`src/rkml_pkg.sv`:
```
// ----------------------------------------------------------------------------
// rkml_pkg
// shared types and constants for the retired key match list
// ----------------------------------------------------------------------------
`default_nettype none

package rkml_pkg;

    localparam int unsigned LIST_DEPTH_DEF = 16;
    localparam int unsigned GEN_W          = 64;
    localparam int unsigned PRINT_W        = 64;
    localparam int unsigned OCC_W          = 5;

    // opcode carried in the slave-side tuser
    localparam logic OP_LOOKUP = 1'b0;
    localparam logic OP_RETIRE = 1'b1;

    // one stored or queried (generation, fingerprint) pair
    typedef struct packed {
        logic [GEN_W-1:0]   gen;
        logic [PRINT_W-1:0] print;
    } t_pair;

endpackage

`default_nettype wire

```
`src/rkml_cell.sv`:
```
// ----------------------------------------------------------------------------
// rkml_cell
// one list entry: holds a pair, shifts it on to the next cell, compares a query
// ----------------------------------------------------------------------------
`default_nettype none

module rkml_cell (
    input  wire              i_clk,
    input  wire              i_shift,     // load i_prev into this cell
    input  rkml_pkg::t_pair  i_prev,      // pair from the newer neighbor
    input  rkml_pkg::t_pair  i_query,     // broadcast lookup pair
    input  wire              i_occupied,  // this position is below the count
    output rkml_pkg::t_pair  o_entry,     // stored pair, to the older neighbor
    output logic             o_match
);

    rkml_pkg::t_pair r_entry;

    always_ff @(posedge i_clk) begin
        if (i_shift) begin
            r_entry <= i_prev;
        end
    end

    assign o_entry = r_entry;
    assign o_match = i_occupied &&
                     ((r_entry.gen == i_query.gen) || (r_entry.print == i_query.print));

endmodule

`default_nettype wire

```
`src/retired_key_match_list_unit.sv`:
```
// ----------------------------------------------------------------------------
// retired_key_match_list_unit
// bounded list of retired (generation, fingerprint) pairs with associative match
// ----------------------------------------------------------------------------
// Each transaction on the slave side is a lookup (tuser = 0) or a retire
// (tuser = 1) of one (generation, fingerprint) pair and produces exactly one
// result transaction on the master side. The list is a row of LIST_DEPTH cells;
// a retire pushes the new pair into cell 0 and every cell hands its pair to the
// next, so the oldest entry sits at position count-1 and falls off the end when
// the list is full (the result then flags the eviction). A lookup compares the
// query against all occupied cells in parallel and reports a hit when any
// generation or fingerprint matches. Each result is registered in the cycle after
// its item is accepted; a new item is accepted every cycle as long as the result
// register is empty or being drained, so the rate is one item per cycle, set by
// the parallel compare across the cell row. Occupancy is reported as the low
// five bits of the entry count.
// ----------------------------------------------------------------------------
`default_nettype none

module retired_key_match_list_unit #(
    parameter int unsigned LIST_DEPTH = rkml_pkg::LIST_DEPTH_DEF
) (
    input  wire          i_clk,
    input  wire          i_rst_n,
    // slave side
    input  wire          i_s_axis_tvalid,
    output logic         o_s_axis_tready,
    input  wire [127:0]  i_s_axis_tdata,   // [63:0] generation, [127:64] key_print
    input  wire          i_s_axis_tuser,   // [0] opcode
    // master side
    output logic         o_m_axis_tvalid,
    input  wire          i_m_axis_tready,
    output logic [7:0]   o_m_axis_tdata    // [0] hit, [1] evicted, [6:2] occupancy, [7] zero
);

    localparam int unsigned CNT_W = $clog2(LIST_DEPTH + 1);
    localparam logic [CNT_W-1:0] DEPTH_C = CNT_W'(LIST_DEPTH);

    // input transaction
    rkml_pkg::t_pair query;
    logic            s_accept;
    logic            is_retire;

    assign query.gen   = i_s_axis_tdata[63:0];
    assign query.print = i_s_axis_tdata[127:64];
    assign is_retire   = (i_s_axis_tuser == rkml_pkg::OP_RETIRE);

    // output register: accept while empty or while the result is taken
    logic r_m_tvalid;
    logic r_hit;
    logic r_evicted;
    logic [rkml_pkg::OCC_W-1:0] r_occ;

    assign o_s_axis_tready = !r_m_tvalid || i_m_axis_tready;
    assign s_accept        = i_s_axis_tvalid && o_s_axis_tready;

    // entry count
    logic [CNT_W-1:0] r_count;
    logic [CNT_W-1:0] n_count;
    logic             full;

    assign full = (r_count == DEPTH_C);

    always_comb begin
        n_count = r_count;
        if (s_accept && is_retire && !full) begin
            n_count = r_count + CNT_W'(1);
        end
    end

    // cell row, cell 0 holds the newest pair
    rkml_pkg::t_pair             entries [LIST_DEPTH];
    logic [LIST_DEPTH-1:0]       match_vec;
    logic                        shift_en;

    assign shift_en = s_accept && is_retire;

    genvar g;
    generate
        for (g = 0; g < LIST_DEPTH; g++) begin : g_cell
            rkml_pkg::t_pair prev;
            if (g == 0) begin : g_head
                assign prev = query;
            end else begin : g_body
                assign prev = entries[g-1];
            end

            rkml_cell u_cell (
                .i_clk      (i_clk),
                .i_shift    (shift_en),
                .i_prev     (prev),
                .i_query    (query),
                .i_occupied (CNT_W'(g) < r_count),
                .o_entry    (entries[g]),
                .o_match    (match_vec[g])
            );
        end
    endgenerate

    // state and result registers
    always_ff @(posedge i_clk) begin
        if (!i_rst_n) begin
            r_count    <= '0;
            r_m_tvalid <= 1'b0;
        end else begin
            r_count <= n_count;
            if (s_accept) begin
                r_m_tvalid <= 1'b1;
            end else if (i_m_axis_tready) begin
                r_m_tvalid <= 1'b0;
            end
        end
    end

    // payload needs no reset
    always_ff @(posedge i_clk) begin
        if (s_accept) begin
            r_hit     <= !is_retire && (|match_vec);
            r_evicted <= is_retire && full;
            r_occ     <= rkml_pkg::OCC_W'(n_count);
        end
    end

    assign o_m_axis_tvalid = r_m_tvalid;
    assign o_m_axis_tdata  = {1'b0, r_occ, r_evicted, r_hit};

    // ------------------------------------------------------------------------
    // assertions
    // ------------------------------------------------------------------------
    a_count_bound : assert property (@(posedge i_clk) disable iff (!i_rst_n)
        r_count <= DEPTH_C)
        else $error("entry count beyond list depth");

    a_evict_on_full : assert property (@(posedge i_clk) disable iff (!i_rst_n)
        (s_accept && is_retire && full) |=> (r_m_tvalid && r_evicted && (r_count == DEPTH_C)))
        else $error("retire into a full list did not evict");

    a_lookup_keeps_count : assert property (@(posedge i_clk) disable iff (!i_rst_n)
        (s_accept && !is_retire) |=> $stable(r_count))
        else $error("lookup changed the entry count");

    a_hit_evict_exclusive : assert property (@(posedge i_clk) disable iff (!i_rst_n)
        r_m_tvalid |-> !(r_hit && r_evicted))
        else $error("result flags both hit and eviction");

endmodule

`default_nettype wire
```
`config.mk`:
```
export PLATFORM = sky130hd
export DESIGN_NAME = retired_key_match_list_unit
export DESIGN_NICKNAME = d
export VERILOG_FILES = /design/src/rkml_pkg.sv /design/src/rkml_cell.sv /design/src/retired_key_match_list_unit.sv
export SDC_FILE = /design/constraint.sdc
export NUM_CORES = 2
export LEC_CHECK = 0
export ABC_AREA = 1
export BUFFER_PORTS_ARGS = -buffer_cell sky130_fd_sc_hd__buf_4
export CAP_MARGIN = 10
export CORE_ASPECT_RATIO = 1.75
export CORE_MARGIN = 1.5
export CORE_UTILIZATION = 48
export CTS_CLUSTER_DIAMETER = 50
export CTS_CLUSTER_SIZE = 20
export DETAILED_ROUTE_END_ITERATION = 6
export GPL_TIMING_DRIVEN = 0
export PLACE_DENSITY_LB_ADDON = 0.15
export REMOVE_ABC_BUFFERS = 1
export SYNTH_ARGS = -nofsm -noshare
export SYNTH_HDL_FRONTEND = slang
export SYNTH_SLANG_ARGS = --single-unit
```
`constraint.sdc`:
```
create_clock -name i_clk -period 228.2 [get_ports i_clk]
set_input_delay 45.64 -clock i_clk [delete_from_list [all_inputs] [get_ports i_clk]]
set_output_delay 45.64 -clock i_clk [all_outputs]
set_load 0.01 [all_outputs]
```
**Word-level counts from Yosys, hierarchy flattened**

Cells that the tools add are included.

- Input bits: 133
- Bits in registers: 2061
- Word-level logic and storage cells: 133

- Mux-type cells: 3
- Equal/unequal tests: 33
- Reductions and logical operators: 43
- Order comparisons: 16
- Add/subtract/negate cells: 1

Operator list:

| cell | number |
|---|---|
| 64-bit equality test | 32 |
| 4-bit by 5-bit less-than comparator with 1-bit output, first input constant | 8 |
| 1-bit logical AND | 21 |
| 3-bit by 5-bit less-than comparator with 1-bit output, first input constant | 4 |
| 1-bit logical OR | 17 |
| 16-bit OR reduction | 1 |
| 1-bit by 5-bit less-than comparator with 1-bit output, first input constant | 2 |
| 2-bit by 5-bit less-than comparator with 1-bit output, first input constant | 2 |
| 5-bit by 1-bit adder with 5-bit output, second input constant | 1 |
| 5-bit equality test, second input constant | 1 |
| 5-bit 2-to-1 mux | 1 |
| 1-bit zero test | 3 |
| 1-bit 2-to-1 mux | 2 |
| 2-bit nonzero test | 1 |

**Longest topological paths before layout**

- Depth in word-level cells: 6
- Depth in mapped cells: 18

**By module**

A second synthesis with hierarchy kept.

- Cell total of the unflattened synthesis: 10652
- Area, all modules: 98403.1 um^2

Modules (own cells, without submodules):

| module | cells each | times used | area each (um^2) |
|---|---|---|---|
| rkml_cell | 659 | 16 | 6097.1 |
| retired_key_match_list_unit | 108 | 1 | 849.6 |

**Worst setup path before layout**

No wires, ideal clock.

- Path kind: input-to-reg
- Start: input port i_m_axis_tready
- End: register r_occ[1] in the netlist's numbering, data pin
- Buffers on the path: 0
- Cell stages on the path: 7
- Setup slack: 84.982 ns
- Setup time: 0.349 ns
- Arrival: 142.869 ns
- Path through: inv_1 nand2_1 nand2_1 nor2_1 nand2_1 o21ai_0 inv_1

- Longest elaborated chain between the ends: 5

RTL lines:

| item | RTL line | source |
|---|---|---|
| start, declared | retired_key_match_list_unit.sv:32 | `input wire i_m_axis_tready,` |
| 1-bit logical OR | retired_key_match_list_unit.sv:54 | `assign o_s_axis_tready = !r_m_tvalid \|\| i_m_axis_tready;` |
| net o_s_axis_tready | retired_key_match_list_unit.sv:27 | `output logic o_s_axis_tready,` |
| 1-bit logical AND | retired_key_match_list_unit.sv:55 | `assign s_accept = i_s_axis_tvalid && o_s_axis_tready;` |
| 1-bit logical AND | - |  |
| net g_cell[0].u_cell.i_shift | rkml_cell.sv:9 | `input wire i_shift,` |
| 1-bit logical AND | retired_key_match_list_unit.sv:66 | `if (s_accept && is_retire && !full) begin` |
| 5-bit 2-to-1 mux | retired_key_match_list_unit.sv:66 |  |
| net n_count[1] | retired_key_match_list_unit.sv:59 | `logic [CNT_W-1:0] n_count;` |
| end signal, assigned | retired_key_match_list_unit.sv:120 | `r_occ <= rkml_pkg::OCC_W'(n_count);` |
| end, declared | retired_key_match_list_unit.sv:52 | `logic [rkml_pkg::OCC_W-1:0] r_occ;` |

The timed path passes the listed nets, and every way through them passes these cells.
A chain may end at the register's enable or synchronous reset.

**Final worst setup path**

- Start: input port i_m_axis_tready
- End: output port o_s_axis_tready

- Longest elaborated chain between the ends: 1

RTL lines:

| item | RTL line |
|---|---|
| 1-bit logical OR | retired_key_match_list_unit.sv:54 |
| end, declared | retired_key_match_list_unit.sv:27 |

Every way passes these cells.

==> flow_metrics.tcl <==
set metrics [dict create \
    start_util 0.483 \
    final_cell_area_um2 102000 \
    cp_top_family "buffers and inverters" \
    path_buf_inv 3 \
    final_cell_mix "nand2_1 (2425), edfxtp_1 (2055), xor2_1 (1393)" \
    track_usage 0.180 \
    cp-start-kind "primary input" \
    cts_tree "built" \
    netlist_area_um2 94500 \
    grt_pass1_vias 51700 \
    clkSinkCount 2061 \
    syn_inst 8295 \
    drive_gt1_frac 0.0543 \
    ys_ff_latch 2061 \
    rsz0062_at_grt "no" \
    cts_buffer_depth 4 \
    synth_flop_cell "edfxtp_1" \
    synth-edff-count 2055 \
    ctsResizeCount 0 \
    hold_start "g_cell[14].u_cell.o_entry[88]$_DFFE_PP_" \
    stdcell_count 11100 \
    drtPass1Iterations 7 \
    setup_tns_ns 0 \
    cts_setup_buffers 0 \
    yosysSeqAreaShare 0.654 \
    critPathMaxFanout 3 \
    row_count 215 \
    r2r_slack_ns 223.47 \
    root_buffer "clkbuf_16" \
    max_freq_mhz 10.9 \
    vias 51900 \
    slew_viol_final 0 \
    htree_levels 4 \
    drv_cap 0 \
    syn_area_per_cell_um2 11.4 \
    r2r_cells 14 \
    dp_cells 10800 \
    status "complete, no violations" \
    timing.rr.end "g_cell[8].u_cell.o_entry[67]$_DFFE_PP_" \
    grt_start_max_net_pins 38 \
    die_x_um 338 \
    finalCoreUtilization 0.522 \
    pin_count 143 \
    crit_arrival_ns 46.00 \
    path_class "in2out" \
    die_h_um 590 \
    p_total_uw 771 \
    routabilityCongestion 0.781 \
    synth_cell_types 20 \
    port_buffers 141 \
    hold_class "reg2reg" \
    drt_iter0_markers 2819 \
    crit_slowest_cell "buf_4" \
    cp-end-kind "primary output" \
    synthArstFlopShare 0 \
    cts_made_buffers 150 \
    grt_pass1_wl_um 281000 \
    dp_hpwl_um 133000 \
    fin_crit_sh 0.402 \
    wl_per_cell_um 16.3 \
    path_clk_slew_ns 0.08 \
    nNetsFinal 8516 \
    min_period_ns 91.64 \
    design.core.area_um2 196000 \
    dp_slack_ns 136.56 \
    final.setup.worst_slack_ns 136.56 \
    layout_commonest_cell "nand2_1" \
    critPathMostFrequentCell "buf_4" \
    setup_viol 0 \
    via_per_inst 4.68 \
    max_slew.worst_pin.slew_ns 0.939 \
    placed_cell_area_um2 97400 \
    finalHoldViolCount 0 \
    hold_buffers 0 \
    yosys_warnings 0 \
    slowest_delay_ns 0.15 \
    hold_path_end "g_cell[15].u_cell.o_entry[88]$_DFFE_PP_" \
    clk_latency_ns 0.82 \
    wl_um 180000 \
    cp_data_required_time_ns 182.56 \
    maxSlewHeadroom 0.373 \
    fin_skew_ns 0.0320 \
    ir_drop_v 0.00000697 \
    cp_cell_sequence "buf_4, inv_1, nand2_1, buf_4" \
    ant_nets 0 \
    die_area_um2 200000 \
    whs_path_depth 0 \
    worstReg2RegStart "o_m_axis_tvalid$_SDFFE_PN0P_" \
    grt-ovfl-total 0 \
    crit_cells 4 \
    p_per_area_nw_per_um2 7.54 \
    whs_ns 0.440 \
    antenna_found_initial 33 \
    area_growth_pct 8.11 \
    p_leak_nw 40.4 \
    route.detailed.drc 0 \
]
-- worst max-delay path by stage --
stage	slack, ns	endpoint	startpoint
4_1_cts	136.56	o_s_axis_tready	i_m_axis_tready
2_1_floorplan	84.98	r_occ[1]$_DFFE_PP_	i_m_axis_tready
5_1_grt	136.52	o_s_axis_tready	i_m_axis_tready
3_5_place_dp	136.56	o_s_axis_tready	i_m_axis_tready
6_report	136.56	o_s_axis_tready	i_m_axis_tready
3_3_place_gp	48.57	r_occ[1]$_DFFE_PP_	i_m_axis_tready
-- Yosys cell counts, types with 2 or more instances --
master / number / area (um^2)
nand2_1: 2425 / 9100
edfxtp_1: 2055 / 61700
xor2_1: 1393 / 12200
nor2_1: 1337 / 5020
inv_1: 655 / 2460
buf_6: 224 / 2520
xnor2_1: 80 / 701
buf_4: 35 / 263
inv_2: 26 / 97.6
nand4_1: 22 / 138
buf_2: 15 / 75.1
o21ai_0: 8 / 40.0
dfxtp_1: 6 / 120
inv_4: 4 / 25.0
nor3_1: 3 / 15.0
a21oi_1: 2 / 10.0
ha_1: 2 / 25.0
-- flip-flops by register name, summed over array words and instances, names as in the netlist --
| register | flops |
|---|---|
| o_m_axis_tvalid | 1 |
| r_count | 5 |
| r_occ | 5 |
| g_cell.u_cell.o_entry | 2048 |
| r_evicted | 1 |
| r_hit | 1 |
-- worst reg2reg max path, cell delays in order, from the launching register on --
cell and delay, ns:
dfxtp_1 0.32, nand2_1 0.10, nand2_1 0.33, nor2_4 0.86
buf_12 0.33, buf_12 0.27, buf_12 0.28, buf_12 0.27
buf_12 0.25, buf_12 0.25, buf_12 0.25, buf_16 0.21
buf_12 0.25, buf_16 0.23, buf_12 0.22
-- layout make-up --
cell class,instances,area (um^2)
well taps,2604,3260
flip-flops and latches,2061,61800
diodes,15,37.5
clock buffers,160,3830
repair buffers,208,2480
inverters,685,2580
multi-input cells,5275,27300
fillers,17500,93600
clock inverters,85,906
-- power by group --
| part | internal (mW) | switching (mW) |
|---|---|---|
| logic | 0.0210 | 0.0357 |
| registers | 0.433 | 0.00898 |
| clock network | 0.137 | 0.135 |
| total | 0.591 | 0.179 |
-- cell families (layout without fill, tap and decap cells) --
| family | count (synthesis) | after routing | synth area share |
|---|---|---|---|
| AO/OA/AOI/OAI | 11 | 11 | 0.000596 |
| XOR/XNOR | 1473 | 1473 | 0.136 |
| adder cells (fa/ha/maj) | 2 | 2 | 0.000265 |
| buffers and inverters | 959 | 1138 | 0.0576 |
| flip-flops | 2061 | 2061 | 0.654 |
| other | 1 | 16 | 0.0000397 |
| AND/OR/NAND/NOR | 3788 | 3788 | 0.151 |
-- metal layers --
layer | global-route usage | up-vias | part of all wire
met5 | 0 | - | 0.00065
met4 | 0.0657 | 20 | 0.032
met3 | 0.0278 | 268 | 0.037
met2 | 0.339 | 549 | 0.55
met1 | 0.205 | 24600 | 0.39
li1 | - | 26400 | -
Note: power is estimated with default switching activity, not from simulation.
